**config.mk**
```make
export PLATFORM = sky130hd
export DESIGN_NAME = hex_record_checksum_verifier
export DESIGN_NICKNAME = d
export VERILOG_FILES = /design/src/rtl/hrcv_pkg.sv /design/src/rtl/hrcv_byte_map.sv /design/src/rtl/hrcv_ctrl.sv /design/src/rtl/hex_record_checksum_verifier.sv
export SDC_FILE = /design/constraint.sdc
export NUM_CORES = 1
export LEC_CHECK = 0
export CORE_MARGIN = 8
export CORE_UTILIZATION = 30
export CTS_BUF_LIST = sky130_fd_sc_hd__clkbuf_4 sky130_fd_sc_hd__clkbuf_8
export DETAILED_ROUTE_END_ITERATION = 12
export DONT_BUFFER_PORTS = 1
export HOLD_SLACK_MARGIN = 0.02
export SETUP_SLACK_MARGIN = 0.1
export SYNTH_ARGS = -nofsm -noshare
export SYNTH_HDL_FRONTEND = slang
export SYNTH_SLANG_ARGS = --single-unit
```
**constraint.sdc**
```tcl
create_clock -name i_clk -period 11.35 [get_ports i_clk]
set_clock_uncertainty 0.05 [all_clocks]
set_input_delay 2.27 -clock i_clk [delete_from_list [all_inputs] [get_ports i_clk]]
set_output_delay 2.27 -clock i_clk [all_outputs]
set_load 0.05 [all_outputs]
```
**src/rtl/hrcv_pkg.sv**
```systemverilog
// Shared types, constants and the hex digit decoder of the record checker.
// Depends on nothing; used by hrcv_ctrl, the top level, the checker and the bench.
package hrcv_pkg;

    localparam logic [15:0] POLY_RESET = 16'h0169;

    localparam logic [1:0] ST_OK      = 2'd0;
    localparam logic [1:0] ST_CORRUPT = 2'd1;
    localparam logic [1:0] ST_END     = 2'd2;

    localparam logic [7:0] CH_COLON   = 8'h3A;
    localparam logic [7:0] CH_ZERO    = 8'h30;
    localparam logic [7:0] CH_NINE    = 8'h39;
    localparam logic [7:0] CH_LOWER_A = 8'h61;
    localparam logic [7:0] CH_LOWER_F = 8'h66;
    localparam logic [7:0] CH_UPPER_A = 8'h41;
    localparam logic [7:0] CH_UPPER_F = 8'h46;
    localparam logic [7:0] DIGIT_TEN  = 8'd10;

    localparam logic [1:0]  HDR_SIZE  = 2'd0;
    localparam logic [1:0]  HDR_TYPE  = 2'd3;
    localparam logic [15:0] COUNT_MAX = 16'hFFFF;

    typedef enum logic [2:0] {
        PH_HUNT,
        PH_HEADER,
        PH_DATA,
        PH_CHECK,
        PH_DISCARD
    } t_phase;

    typedef struct packed {
        logic        valid;
        logic [1:0]  status;
        logic [7:0]  calculated;
        logic [7:0]  received;
        logic        mismatch;
        logic [15:0] mismatch_count;
        logic        final_record;
    } t_result;

    // Returns a valid flag above the four-bit digit value.
    function automatic logic [4:0] hex_decode(input logic [7:0] c);
        logic [7:0] d;
        logic       ok;
        d  = 8'h00;
        ok = 1'b1;
        if (c inside {[CH_ZERO:CH_NINE]}) begin
            d = c - CH_ZERO;
        end else if (c inside {[CH_LOWER_A:CH_LOWER_F]}) begin
            d = c - CH_LOWER_A + DIGIT_TEN;
        end else if (c inside {[CH_UPPER_A:CH_UPPER_F]}) begin
            d = c - CH_UPPER_A + DIGIT_TEN;
        end else begin
            ok = 1'b0;
        end
        return {ok, d[3:0]};
    endfunction

endpackage

```
**src/rtl/hrcv_byte_map.sv**
```systemverilog
// Byte mapping through two 16-bit carry-less products with the polynomial.
// Depends on nothing; instantiated by hrcv_ctrl.
module hrcv_byte_map (
    input  logic [15:0] i_poly,
    input  logic [7:0]  i_byte,
    output logic [7:0]  o_mapped
);

    function automatic logic [15:0] clmul(input logic [15:0] a, input logic [7:0] b);
        logic [15:0] acc;
        logic [15:0] sh;
        acc = 16'h0000;
        sh  = a;
        for (int i = 0; i < 8; i++) begin
            if (b[i]) begin
                acc = acc ^ sh;
            end
            sh = {sh[14:0], 1'b0};
        end
        return acc;
    endfunction

    logic [15:0] w_first;
    logic [15:0] w_second;

    assign w_first  = clmul(i_poly, i_byte);
    assign w_second = clmul(i_poly, w_first[15:8]);
    assign o_mapped = w_second[7:0];

endmodule

```
**src/rtl/hrcv_ctrl.sv**
```systemverilog
// Record parser state, running check sum and mismatch counter.
// Depends on hrcv_pkg and hrcv_byte_map.
module hrcv_ctrl (
    input  logic              i_clk,
    input  logic              i_rst_n,
    input  logic              i_step,
    input  logic [7:0]        i_char,
    input  logic              i_eoi,
    input  logic [15:0]       i_poly,
    output hrcv_pkg::t_result o_result
);

    hrcv_pkg::t_phase r_phase, n_phase;
    logic        r_pending, n_pending;
    logic [3:0]  r_upper, n_upper;
    logic [1:0]  r_hpos, n_hpos;
    logic [7:0]  r_data_left, n_data_left;
    logic        r_type_nz, n_type_nz;
    logic [7:0]  r_sum, n_sum;
    logic [15:0] r_bad, n_bad;
    logic        r_stopped, n_stopped;

    logic [4:0]  w_hex;
    logic        w_is_hex;
    logic [7:0]  w_byte;
    logic [7:0]  w_mapped;
    logic        w_mis;
    logic [15:0] w_bad_inc;
    logic        w_in_record;

    assign w_hex       = hrcv_pkg::hex_decode(i_char);
    assign w_is_hex    = w_hex[4];
    assign w_byte      = {r_upper, w_hex[3:0]};
    assign w_mis       = (r_sum != w_byte);
    assign w_bad_inc   = (w_mis && (r_bad != hrcv_pkg::COUNT_MAX)) ? r_bad + 16'd1 : r_bad;
    assign w_in_record = (r_phase == hrcv_pkg::PH_HEADER) || (r_phase == hrcv_pkg::PH_DATA)
                         || (r_phase == hrcv_pkg::PH_CHECK);

    hrcv_byte_map u_map (
        .i_poly   (i_poly),
        .i_byte   (w_byte),
        .o_mapped (w_mapped)
    );

    always_comb begin
        n_phase     = r_phase;
        n_pending   = r_pending;
        n_upper     = r_upper;
        n_hpos      = r_hpos;
        n_data_left = r_data_left;
        n_type_nz   = r_type_nz;
        n_sum       = r_sum;
        n_bad       = r_bad;
        n_stopped   = r_stopped;
        if (i_step && !r_stopped) begin
            if (i_eoi) begin
                n_stopped = 1'b1;
            end else begin
                case (r_phase)
                    hrcv_pkg::PH_HUNT: begin
                        if (i_char == hrcv_pkg::CH_COLON) begin
                            n_phase   = hrcv_pkg::PH_HEADER;
                            n_hpos    = hrcv_pkg::HDR_SIZE;
                            n_pending = 1'b0;
                            n_sum     = 8'h00;
                            n_type_nz = 1'b0;
                        end
                    end
                    hrcv_pkg::PH_DISCARD: begin
                        n_phase = hrcv_pkg::PH_HUNT;
                    end
                    hrcv_pkg::PH_HEADER, hrcv_pkg::PH_DATA, hrcv_pkg::PH_CHECK: begin
                        if (!w_is_hex) begin
                            n_stopped = 1'b1;
                        end else if (!r_pending) begin
                            n_upper   = w_hex[3:0];
                            n_pending = 1'b1;
                        end else begin
                            n_pending = 1'b0;
                            if (r_phase == hrcv_pkg::PH_CHECK) begin
                                n_bad = w_bad_inc;
                                if (r_type_nz) begin
                                    n_stopped = 1'b1;
                                end else begin
                                    n_phase = hrcv_pkg::PH_DISCARD;
                                end
                            end else begin
                                n_sum = r_sum ^ w_mapped;
                                if (r_phase == hrcv_pkg::PH_HEADER) begin
                                    if (r_hpos == hrcv_pkg::HDR_SIZE) begin
                                        n_data_left = w_byte;
                                    end
                                    if (r_hpos == hrcv_pkg::HDR_TYPE) begin
                                        n_type_nz = (w_byte != 8'h00);
                                        n_phase   = (r_data_left != 8'h00) ?
                                                    hrcv_pkg::PH_DATA : hrcv_pkg::PH_CHECK;
                                        n_hpos    = hrcv_pkg::HDR_SIZE;
                                    end else begin
                                        n_hpos = r_hpos + 2'd1;
                                    end
                                end else begin
                                    n_data_left = r_data_left - 8'd1;
                                    if (r_data_left == 8'd1) begin
                                        n_phase = hrcv_pkg::PH_CHECK;
                                    end
                                end
                            end
                        end
                    end
                    default: begin
                        n_phase = hrcv_pkg::PH_HUNT;
                    end
                endcase
            end
        end
    end

    always_comb begin
        o_result                = '0;
        o_result.mismatch_count = r_bad;
        if (!r_stopped) begin
            if (i_eoi) begin
                o_result.valid  = 1'b1;
                o_result.status = hrcv_pkg::ST_END;
            end else if (w_in_record && !w_is_hex) begin
                o_result.valid  = 1'b1;
                o_result.status = hrcv_pkg::ST_CORRUPT;
            end else if ((r_phase == hrcv_pkg::PH_CHECK) && r_pending) begin
                o_result.valid          = 1'b1;
                o_result.status         = hrcv_pkg::ST_OK;
                o_result.calculated     = r_sum;
                o_result.received       = w_byte;
                o_result.mismatch       = w_mis;
                o_result.mismatch_count = w_bad_inc;
                o_result.final_record   = r_type_nz;
            end
        end
    end

    always_ff @(posedge i_clk) begin
        if (!i_rst_n) begin
            r_phase     <= hrcv_pkg::PH_HUNT;
            r_pending   <= 1'b0;
            r_upper     <= 4'h0;
            r_hpos      <= hrcv_pkg::HDR_SIZE;
            r_data_left <= 8'h00;
            r_type_nz   <= 1'b0;
            r_sum       <= 8'h00;
            r_bad       <= 16'h0000;
            r_stopped   <= 1'b0;
        end else begin
            r_phase     <= n_phase;
            r_pending   <= n_pending;
            r_upper     <= n_upper;
            r_hpos      <= n_hpos;
            r_data_left <= n_data_left;
            r_type_nz   <= n_type_nz;
            r_sum       <= n_sum;
            r_bad       <= n_bad;
            r_stopped   <= n_stopped;
        end
    end

endmodule

```
**src/rtl/hex_record_checksum_verifier.sv**
```systemverilog
// A request is held in the input register until the parser steps on it; any result
// is then written to the result register, which raises o_out_valid.
// Throughput: one character per cycle; the parser sits between an input register
// and a result register, and only a stalled full result register holds off input.
// Reset (synchronous, active low) clears the parser, the mismatch count and both valid
// flags, and sets the polynomial register to 0x169. Depends on hrcv_pkg and hrcv_ctrl.
module hex_record_checksum_verifier (
    input  logic        i_clk,
    input  logic        i_rst_n,
    input  logic        i_in_valid,
    output logic        o_in_stall,
    input  logic [7:0]  i_char_in,
    input  logic        i_end_of_input,
    output logic        o_out_valid,
    input  logic        i_out_stall,
    output logic [1:0]  o_status,
    output logic [7:0]  o_calculated,
    output logic [7:0]  o_received,
    output logic        o_mismatch,
    output logic [15:0] o_mismatch_count,
    output logic        o_final_record,
    input  logic        i_cfg_we,
    input  logic [15:0] i_cfg_wdata
);

    logic              r_in_valid, n_in_valid;
    logic [7:0]        r_char;
    logic              r_eoi;
    logic [15:0]       r_poly;
    logic              r_out_valid, n_out_valid;
    hrcv_pkg::t_result r_res;
    hrcv_pkg::t_result w_result;
    logic              w_step;
    logic              w_in_take;

    assign w_step     = r_in_valid && (!r_out_valid || !i_out_stall);
    assign o_in_stall = r_in_valid && !w_step;
    assign w_in_take  = i_in_valid && !o_in_stall;

    hrcv_ctrl u_ctrl (
        .i_clk    (i_clk),
        .i_rst_n  (i_rst_n),
        .i_step   (w_step),
        .i_char   (r_char),
        .i_eoi    (r_eoi),
        .i_poly   (r_poly),
        .o_result (w_result)
    );

    always_comb begin
        n_in_valid = r_in_valid;
        if (w_in_take) begin
            n_in_valid = 1'b1;
        end else if (w_step) begin
            n_in_valid = 1'b0;
        end
        n_out_valid = r_out_valid && i_out_stall;
        if (w_step && w_result.valid) begin
            n_out_valid = 1'b1;
        end
    end

    always_ff @(posedge i_clk) begin
        if (!i_rst_n) begin
            r_in_valid  <= 1'b0;
            r_out_valid <= 1'b0;
            r_poly      <= hrcv_pkg::POLY_RESET;
        end else begin
            r_in_valid  <= n_in_valid;
            r_out_valid <= n_out_valid;
            if (i_cfg_we) begin
                r_poly <= i_cfg_wdata;
            end
        end
    end

    always_ff @(posedge i_clk) begin
        if (w_in_take) begin
            r_char <= i_char_in;
            r_eoi  <= i_end_of_input;
        end
        if (w_step && w_result.valid) begin
            r_res <= w_result;
        end
    end

    assign o_out_valid      = r_out_valid;
    assign o_status         = r_res.status;
    assign o_calculated     = r_res.calculated;
    assign o_received       = r_res.received;
    assign o_mismatch       = r_res.mismatch;
    assign o_mismatch_count = r_res.mismatch_count;
    assign o_final_record   = r_res.final_record;

endmodule

```
Yosys cells after proc, flatten, opt, wreduce, memory -nomap -nowiden. Index checks and enable logic that the tools add are counted.

Add/subtract/negate cells: 8. Order comparisons: 6. Equality and inequality tests: 21. Multiplexer cells: 72. Bitwise gates (word level): 19. Reductions and logical operators: 40.

Operators by type and width (count): $mux W16 (9); $mux W8 (14); $xor A16 B16 Y16 (7); $mux W37 (2); $mux W34 (2); $xor A8 B8 Y8 (8); $mux W3 (10); $mux W1 (21); $add A16 B1 Y16 const B (1); $ge A8 B7 Y1 const B (2); $le A8 B7 Y1 const B (2); $ne A16 B16 Y1 const B (1); $pmux W8 S2 (1); $reduce_and A8 Y1 (2); $reduce_bool A8 Y1 (2); $reduce_and A5 Y1 (3); $reduce_and A7 Y1 (2); $logic_and A1 B1 Y1 (12); $mux W2 (6); $mux W4 (3); $sub A4 B1 Y4 const B (3); $ne A2 B1 Y1 const B (5); $reduce_and A9 Y1 (1); $add A4 B4 Y4 const B (2); other kinds (28) (45).

Flip-flop bits (word level): 107. Bits of input ports: 30. Output and inout bits: 38. Logic and storage cells: 187.

Longest topological paths before layout.
Depth in word-level cells: 40. Mapped depth: 15. Mapped depth without buffers: 13.

Modules after synthesis. Synthesis repeated with hierarchy kept, for this count alone.

Cell total of the unflattened synthesis: 727. Area total of the unflattened synthesis: 6667.6 µm².

Modules (own cells, without submodules): hrcv_ctrl (times used 1, cells each 420, area each 3334.4 µm², sequential area each 880.8 µm²); hex_record_checksum_verifier (times used 1, cells each 106, area each 2042.0 µm², sequential area each 1711.6 µm²); hrcv_byte_map (times used 1, cells each 201, area each 1291.2 µm², sequential area each 0.0 µm²).

Worst setup path after synthesis. Ideal clock, no wire load.

Path kind: input to output. From: in i_out_stall. To: out o_in_stall. Arrival: 2.747 ns. Data required time: 9.030 ns. Setup slack: 6.283 ns. Stages: 1. Path buffers: 0. Path through: and3_1.

Cells in the longest elaborated chain, start to end: 5.

Ends and longest elaborated chain: start, declared (line hex_record_checksum_verifier.sv:15) `input logic i_out_stall,`; $logic_not A1 Y1 (line hex_record_checksum_verifier.sv:36) `assign w_step = r_in_valid && (!r_out_valid || !i_out_stall);`; $logic_or A1 B1 Y1 (line hex_record_checksum_verifier.sv:36); $logic_and A1 B1 Y1 (line hex_record_checksum_verifier.sv:36); $logic_not A1 Y1 (line hex_record_checksum_verifier.sv:37) `assign o_in_stall = r_in_valid && !w_step;`; $logic_and A1 B1 Y1 (line hex_record_checksum_verifier.sv:37); end, declared (line hex_record_checksum_verifier.sv:11) `output logic o_in_stall,`.

No other way between the ends.

Worst setup path after layout. Ends and elaborated chain as after synthesis.

==> impl_metrics.csv <==
group,metric,value,unit
clock_network,h-tree-depth,3,
sta,fmax,196,MHz
synth,synth.top_cell.area_share,20.9,%
floorplan,rows,53,
placed_design,dpl_cell_area,6700,um2
layout,area_delta_synth_final,6.64,%
clock_network,cts_tree,"built",
status,status,"finished clean",
floorplan,ioPinCount,68,
pwr,power,0.000713,W
detailed_routing,avgViaCountPerCell,4.91,
floorplan,dieArea,26500,um2
clock_network,cts-root-buf,"clkbuf_8",
detailed_routing,dr.first_iter.drc_count,245,
sta,tightest_slew,0.949,ns
detailed_routing,ant_nets,0,
synth,syn-cell-area,6470,um2
run,maxCapViolCount,0,
global_route,grt_util_all_layers,11.3,%
synth,synth-main-ff-cell,"dfxtp_1",
floorplan,die_w,163,um
clock_network,clkSinkCount,107,
sta,drv_slew,0,
global_route,grt_max_degree,57,
worst_hold_path,hp-class,"flip-flop to flip-flop",
placed_design,io_buffers,0,
floorplan,coreArea,21100,um2
sta,finalSetupViolations,0,
critical_path,path_max_fanout,3,
critical_path,crit_buf_inv,0,
clock_network,cts_buffers,9,
synth,yosysWarnings,0,
layout,post-route-cell-area,6900,um2
detailed_routing,drtPass1Iterations,4,
synth,ys_ff_latch,107,
detailed_routing,vias,4677,
pwr,leakagePower,2.47,nW
clock_network,clk_pin_slew,0.11,ns
detailed_routing,route.detailed.drc,0,
critical_path,slowest_delay,0.50,ns
sta,fin_tns_setup,0,ns
critical_path,crit_type,"input pin to primary output",
critical_path,cp_cell_sequence,"and3_1",
floorplan,chipHeight,163,um
clock_network,hold_buffers,0,
synth,ys_top_cells_by_area,"edfxtp_1 21%, dfxtp_1 19%, xnor2_1 7.4%",
detailed_routing,wl_per_cell,15.8,um
global_route,grt_pass1_vias,4499,
sta,hold_violations,0,
pwr,ir_worst_vdd,0.0481,mV
synth,synthMostInstantiatedCell,"nand2_1",
synth,synthArstFlopShare,0,%
floorplan,start_util,30.7,%
global_route,grt_overflow,0,
global_route,grt_antenna_before_repair,0,
pwr,power_density,103,nW/um2
placed_design,dp_hpwl,10600,um
sta,fin_crit_sh,44.9,%
layout,antenna_cells,0,
layout,fillers,2194,
synth,post_synth.cell_area_avg,9.32,um2
critical_path,end_kind,"primary output",
clock_network,ctsResizeCount,0,
clock_network,post_cts_buffers,0,
sta,finalCriticalPeriod,5.09,ns
synth,yosysTopAreaCell,"edfxtp_1",
synth,ys_types,61,
sta,rsz0062_at_grt,"false",
critical_path,required,9.03,ns
sta,maxSlewHeadroom,36.2,%
global_route,grt_first_pass_wirelength,24300,um
synth,ys_top_cells_by_count,"101 x nand2_1, 62 x dfxtp_1, 55 x xnor2_1, 45 x edfxtp_1, 38 x nor2_1",
clock_network,cts_buffer_depth,2,
critical_path,slowest_stage,"and3_1",
layout,nets,712,
critical_path,worstSetupStartpointType,"input pin",
critical_path,critical_path_arrival,2.77,ns
synth,yosysSeqAreaShare,40.1,%
detailed_routing,routed_wl,15000,um
placed_design,place.gp.congestion,0.790,
synth,synth_edf_count,45,
synth,synth_fp_nets,734,
synth,netlist_instances,694,
clock_network,insertion_delay,0.39,ns
critical_path,critPathTopFamily,"simple AND/OR/NAND/NOR gates",
layout,layout-drive-gt1-share,6.50,%
logic make-up after synthesis:
| logic type | after synthesis | synth area share, % |
|---|---|---|
| xor+xnor | 96 | 16.4 |
| buf+inv | 58 | 3.70 |
| mux | 21 | 3.33 |
| flops | 107 | 40.1 |
| compound gates | 119 | 12.3 |
| simple gates | 283 | 22.3 |
| fa+ha+maj | 10 | 1.93 |
cells in the final DEF (no fill, tap or decap), types with 20 or more instances in the layout:
cell type / netlist / final
and2_1: 34 / 34
dfxtp_1: 62 / 62
nand3_1: 22 / 22
edfxtp_1: 45 / 45
o21ai_0: 29 / 29
xnor2_1: 55 / 55
mux2i_1: 20 / 20
nor2b_1: 23 / 23
nand2_1: 101 / 101
inv_1: 20 / 20
a21oi_1: 22 / 21
nor2_1: 38 / 38
xor2_1: 23 / 23
worst register-to-register path, cell delays in order (launching register included):
cell and delay [ns]:
edfxtp_1 0.52, inv_1 0.13, ha_1 0.20, o21bai_1 0.10
a21oi_2 0.28, mux2i_1 0.65, a211oi_1 0.10, o21ai_0 0.21
xnor3_1 0.55, a211o_1 0.35, a211o_1 0.33, a211o_1 0.31
a21oi_2 0.17, mux2i_1 0.19
final cells by class:
cell class | instances | area, um2 | area share (%)
clock inverter | 6 | 62.6 | 0.907
clock buffer | 10 | 138 | 2.00
sequential | 107 | 2590 | 37.6
multi-input combinational | 529 | 3650 | 52.9
inverter | 20 | 75.1 | 1.09
timing repair buffer | 5 | 37.5 | 0.544
tap | 275 | 344 | 4.99
state kept, by name, summed over array words and instances, names as in the netlist, 2 cells and up:
signal	flops
o_calculated	8
r_poly	16
r_char	8
o_received	8
u_ctrl.r_data_left	8
u_ctrl.r_bad	16
u_ctrl.r_hpos	2
u_ctrl.r_phase	3
u_ctrl.r_upper	4
o_status	2
u_ctrl.r_sum	8
o_mismatch_count	16
final timing paths:
check        cells after the start                   from  slack, ns                     to
max                              1            i_out_stall       6.26             o_in_stall
min                              2  u_ctrl.r_data_left[4]       0.46  u_ctrl.r_data_left[4]
max reg2reg                     13              r_char[1]       7.17        u_ctrl.r_sum[7]
min reg2reg                      2  u_ctrl.r_data_left[4]       0.46  u_ctrl.r_data_left[4]
power by group:
part           switching [W]  leakage, nW  internal, W   total, W
logic              0.0000274         1.37    0.0000214  0.0000488
clock network       0.000150        0.103    0.0000927   0.000243
registers          0.0000139        0.991     0.000407   0.000421
total               0.000192         2.47     0.000521   0.000713
layer usage:
metal / up-vias / wire [um] / global-route usage [%]
met1: 2199 / 7280 / 15.4
met5: - / 0 / 0
met4: 0 / 176 / 3.21
met2: 104 / 6830 / 17.7
li1: 2362 / - / -
met3: 12 / 719 / 2.22
through the flow:
step	hold WS, ns	util, %	instances	worst slack [ns]
6_report	0.457	32.7	952	6.26
4_1_cts	0.452	32.7	952	6.25
3_5_place_dp	0.435	31.7	936	6.26
3_3_place_gp	0.428	31.7	936	6.26
2_1_floorplan	0.408	-	694	6.28
5_1_grt	0.484	32.7	952	6.24
Note: power is estimated with default switching activity, not from simulation.
